[src/design/rlpg_pkg.sv]
`timescale 1ns / 1ps
`default_nettype none
package rlpg_pkg;

	localparam int RAM_WORDS    = 2048;
	localparam int RAM_AW       = $clog2(RAM_WORDS);
	localparam int BANK_AW      = RAM_AW + 1;
	localparam int PAT_LINES    = 512;
	localparam int PAT_COLS     = 512;
	localparam int PAT_HALF_AW  = $clog2(PAT_LINES / 2) + $clog2(PAT_COLS);
	localparam int SCREEN_LINES = 224;
	localparam int Q_DEPTH      = 4;
	localparam int Q_PW         = $clog2(Q_DEPTH);
	localparam int Q_CW         = $clog2(Q_DEPTH + 1);

	localparam logic [11:0] ORIGIN_X = 12'h5f8;

	localparam logic [2:0]  RST_ROAD_MODE     = 3'd0;
	localparam logic [10:0] RST_ROAD_COLOUR   = 11'h400;
	localparam logic [10:0] RST_BACKDROP      = 11'h420;
	localparam logic [10:0] RST_SOLID_COLOUR  = 11'h780;
	localparam logic [11:0] RST_SCROLL_OFFSET = 12'h000;
	localparam logic [11:0] RST_SCREEN_SHIFT  = 12'h000;

	// priority maps, indexed by road 0 pixel, bit selected by road 1 pixel
	localparam logic [7:0] PRIO_A [8] = '{8'h80, 8'h81, 8'h81, 8'h87, 8'h00, 8'h00, 8'h00, 8'h00};
	localparam logic [7:0] PRIO_B [8] = '{8'h81, 8'h81, 8'h81, 8'h8f, 8'h00, 8'h00, 8'h00, 8'h80};

	typedef enum logic [1:0] {
		OP_WRITE  = 2'd0,
		OP_SWAP   = 2'd1,
		OP_LOAD   = 2'd2,
		OP_RENDER = 2'd3
	} op_t;

	typedef enum logic [2:0] {
		REG_ROAD_MODE     = 3'd0,
		REG_ROAD_COLOUR   = 3'd1,
		REG_BACKDROP      = 3'd2,
		REG_SOLID_COLOUR  = 3'd3,
		REG_SCROLL_OFFSET = 3'd4,
		REG_SCREEN_SHIFT  = 3'd5
	} reg_idx_t;

	typedef struct packed {
		logic [2:0]  road_mode;
		logic [10:0] road_colour_base;
		logic [10:0] backdrop_colour_base;
		logic [10:0] solid_colour_base;
		logic [11:0] scroll_offset;
		logic [11:0] screen_shift;
	} cfg_t;

	typedef struct packed {
		op_t         op;
		logic [10:0] word_address;
		logic [15:0] word_value;
		logic [8:0]  pattern_line;
		logic [8:0]  pattern_column;
		logic [2:0]  pattern_value;
		logic [7:0]  scan_line;
		logic [9:0]  screen_column;
		logic        offscreen;
	} item_t;

	typedef struct packed {
		logic clearing;
		logic busy;
	} back_status_t;

endpackage
`default_nettype wire

[src/design/rlpg_queue.sv]
`timescale 1ns / 1ps
`default_nettype none
module rlpg_queue (
	input  wire logic            clk,
	input  wire logic            arst_n,
	input  wire logic            push,
	input  rlpg_pkg::item_t      push_item,
	input  wire logic            pop,
	output rlpg_pkg::item_t      head,
	output logic                 head_valid,
	output logic                 full
);
	rlpg_pkg::item_t                entry_q [rlpg_pkg::Q_DEPTH];
	logic [rlpg_pkg::Q_PW-1:0]      wr_ptr_q, rd_ptr_q;
	logic [rlpg_pkg::Q_CW-1:0]      count_q;

	assign head       = entry_q[rd_ptr_q];
	assign head_valid = count_q != '0;
	assign full       = count_q == rlpg_pkg::Q_CW'(rlpg_pkg::Q_DEPTH);

	always_ff @(posedge clk) begin
		if (push) begin
			entry_q[wr_ptr_q] <= push_item;
		end
	end

	always_ff @(posedge clk or negedge arst_n) begin
		if (!arst_n) begin
			wr_ptr_q <= '0;
			rd_ptr_q <= '0;
			count_q  <= '0;
		end else begin
			if (push) begin
				wr_ptr_q <= wr_ptr_q + 1'b1;
			end
			if (pop) begin
				rd_ptr_q <= rd_ptr_q + 1'b1;
			end
			if (push && !pop) begin
				count_q <= count_q + 1'b1;
			end else if (pop && !push) begin
				count_q <= count_q - 1'b1;
			end
		end
	end
endmodule
`default_nettype wire

[config.mk]
export PLATFORM = sky130hd
export DESIGN_NAME = rlpg_queue
export DESIGN_NICKNAME = d
export VERILOG_FILES = /design/src/design/rlpg_pkg.sv /design/src/design/rlpg_queue.sv
export SDC_FILE = /design/constraint.sdc
export NUM_CORES = 1
export LEC_CHECK = 0
export ABC_AREA = 1
export BUFFER_PORTS_ARGS = -buffer_cell sky130_fd_sc_hd__buf_2
export CAP_MARGIN = 15
export CORE_ASPECT_RATIO = 0.5
export CORE_MARGIN = 3
export CORE_UTILIZATION = 55
export CTS_BUF_LIST = sky130_fd_sc_hd__clkbuf_2 sky130_fd_sc_hd__clkbuf_4 sky130_fd_sc_hd__clkbuf_8
export DETAILED_ROUTE_END_ITERATION = 6
export PLACE_DENSITY_LB_ADDON = 0.3
export RECOVER_POWER = 25
export SETUP_SLACK_MARGIN = 0.5
export SKIP_LAST_GASP = 1
export SYNTH_ARGS = -nofsm -noshare
export SYNTH_HDL_FRONTEND = slang
export SYNTH_SLANG_ARGS = --single-unit
[constraint.sdc]
create_clock -name clk -period 3.5 [get_ports clk]
set_input_delay 0.35 -clock clk [delete_from_list [all_inputs] [get_ports clk]]
set_output_delay 0.35 -clock clk [all_outputs]
set_load 0.02 [all_outputs]
==> summary.md <==
| Metric | Value |
|---|---|
| Share of power burned in registers | `41.2%` |
| I/O pin count | `144` |
| Worst R2R Setup Slack | `1180 ps` |
| Placer Congestion | `0.758` |
| Die Span Y | `110 µm` |
| Antenna Nets Post-Route | `0` |
| Fill count | `1533` |
| CP Launch Type | `register` |
| # diodes | `0` |
| RSZ-0062 raised after global routing | `false` |
| Clk_lat worst skew | `520 ps` |
| Reg clk slew, reported paths | `70 ps` |
| Fmax | `358 MHz` |
| Synth top area cells | `edfxtp_1 70%, o211ai_2 8.4%, nand2_1 7.0%, inv_1 4.7%, o211ai_1 3.7%` |
| Ys async rst share | `2.47%` |
| Drt total wl | `22300 µm` |
| Number of synthesized flops with an enable pin | `276` |
| Clock period minus worst slack | `2790 ps` |
| Vias in the first global route | `6749` |
| Switching power total | `0.00449 W` |
| H-tree depth | `2` |
| Status | `finished, final reports clean` |
| Sw Ratio | `38.7%` |
| Logic pwr share | `37.7%` |
| Initial Utilization | `56.9%` |
| Layout cells sized above 1 | `25.0%` |
| Max-Cap Viols | `0` |
| Highest routed metal layer | `met5` |
| Final worst path period share | `79.7%` |
| Pleak | `5.37 nW` |
| Crit end category | `output port` |
| Setup Viol. Count Final | `0` |
| Count leader, synth | `edfxtp_1` |
| M1 wire length | `9870 µm` |
| Clock skew | `17.8 ps` |
| Post-synthesis cell count | `854` |
| DR WL/cell | `17.1 µm` |
| Top cell type's share of synthesized area | `69.9%` |
| Die ar. | `0.0235 mm²` |
| Seq/Total Area, Yosys | `71.4%` |
| YS warnings | `0` |
| Rows | `37` |
| Clk buf depth | `3` |
| Util after Layout | `64.1%` |
| Gr usage total | `19.3%` |
| Top_reg_cell synth | `edfxtp_1` |
| Core area | `0.0208 mm²` |
| Int Pwr | `0.00713 W` |
| First-pass GRT wire length | `34900 µm` |
| Unique masters post-synth | `22` |
| Slew Viols, Final | `0` |
| Total setup buffers inserted after CTS | `0` |
| Synth cell count leaders | `276 x edfxtp_1, 221 x nand2_1, 148 x inv_1` |
| GRT Residual Overflow | `0` |
| Worst Hold Class | `primary input to register` |
| Worst slew pin tran | `1050 ps` |
| CTS tree | `done` |
| Nets@finish | `1085` |
| Fin Setup TNS | `0 ps` |
| Synthesized area | `0.0119 mm²` |
| Synthesis-to-layout area growth | `12.7%` |
| Root buffer selected by CTS | `clkbuf_8` |
| Antenna violations before repair | `1` |
| Average via count per standard cell | `5.17` |
| Vias | `6752` |
| Worst Path Arrival | `2440 ps` |
| Die width | `214 µm` |
| Wire length on met3 | `1160 µm` |
| Drc violations | `0` |
| Crit Path Max Fanout | `58` |
| First drt pass iteration count | `5` |
| Syn_nets | `933` |
| Top cell type by total area after synthesis | `edfxtp_1` |
| Yosys reg bits | `283` |
| Fin. Hold Viols | `0` |
| Final hold slack | `53.7 ps` |
| Total Power | `0.0116 W` |
| Max rail drop VDD | `0.498 mV` |
| Dpl hpwl | `13700 µm` |
| Initial DRC count | `399` |
| Largest net degree at the start of global routing | `85` |
| TritonCTS Buffers | `40` |
| Cell Pwr Density | `870 mW/mm²` |
| Clock power share | `21.1%` |
| Critical path class | `register to output port` |
| Port-buffer cells | `143` |
| Metal2 WL | `11000 µm` |
| Slew margin rel. | `29.9%` |
| Syn Area/Cell | `13.9 µm²` |
| WP data required | `3150 ps` |
| Clock net sink count | `283` |
through the flow:
step,cell area [µm²],worst slack [ps],cells
2_1_floorplan,11900,1070,854
3_3_place_gp,12700,1120,1236
3_5_place_dp,12700,1130,1236
4_1_cts,13400,550,1305
5_1_grt,13400,542,1305
6_report,13400,710,1305
placed cells by master, fill, tap and decap left out, drive strengths merged:
cell type / instances
buf: 111
clkbuf: 104
clkinv: 12
dfrtp: 7
dlygate4sd3: 1
edfxtp: 276
fa: 1
ha: 5
inv: 147
nand2: 221
nand3: 1
nand4: 1
nor2: 1
nor3: 1
o211ai: 138
o21ai: 1
xnor2: 1
xor2: 3
cell families (layout without fill, tap and decap cells):
logic type,Yosys count,after routing,synth area share (%)
AOI/OAI and AO/OA,139,139,12.2
DFF,283,283,71.4
adders and majority gates,6,6,0.696
buffers and inverters,197,375,8.31
xor gates and xnor gates,4,4,0.296
and+or+nand+nor,225,225,7.16
cell type report:
class	instances	area, µm²	area share [%]
Multi-Input combinational cell	374	2410	18.0
Clock inverter	9	38.8	0.290
Sequential cell	283	8470	63.4
Timing Repair Buffer	157	821	6.14
Tap cell	273	342	2.56
Inverter	150	571	4.27
Clock buffer	59	712	5.33
per-layer routing:
metal / vias up / GRT usage [%]
li1: 3264 / -
met1: 3330 / 25.6
met2: 128 / 32.5
met3: 28 / 4.65
met4: 2 / 4.90
met5: - / 0
critical path, cell delays in order, from the launching register on:
cell and delay, ps:
dfrtp_4 890, buf_4 540, nand2_1 130, o211ai_2 80
nand2_1 110, buf_2 180
power by group through the flow:
stage	Combinational, W	Clock [W]	Sequential [W]
2_1_floorplan	0.00351	0	0.00467
3_3_place_gp	0.00440	0	0.00483
3_5_place_dp	0.00446	0	0.00486
4_1_cts	0.00448	0.00252	0.00479
5_1_grt	0.00482	0.00269	0.00485
6_report	0.00438	0.00245	0.00479
sequential cells by signal (all words and copies together), names as in the netlist:
register	cells
rd_ptr_q	2
entry_q	276
wr_ptr_q	2
count_q	3
final timing paths:
| path | end | start | cells past startpoint |
|---|---|---|---|
| worst max-delay path | head[66] | rd_ptr_q[0] | 5 |
| worst min-delay path | entry_q[0][55] | push_item[55] | 1 |
| worst max register to register | entry_q[2][34] | wr_ptr_q[0] | 6 |
| worst min register to register | count_q[2] | count_q[2] | 2 |
| max in group asynchronous | rd_ptr_q[0] | arst_n | 2 |
| min in group asynchronous | count_q[1] | arst_n | 2 |
repair_timing:
item / 4_1_cts / 5_1_grt
hold buffers: 1 / 0
setup endpoints to repair: 0 / 15
resized for setup: 0 / 2
hold endpoints to repair: 7 / 0
(Power assumes the default switching activity.)
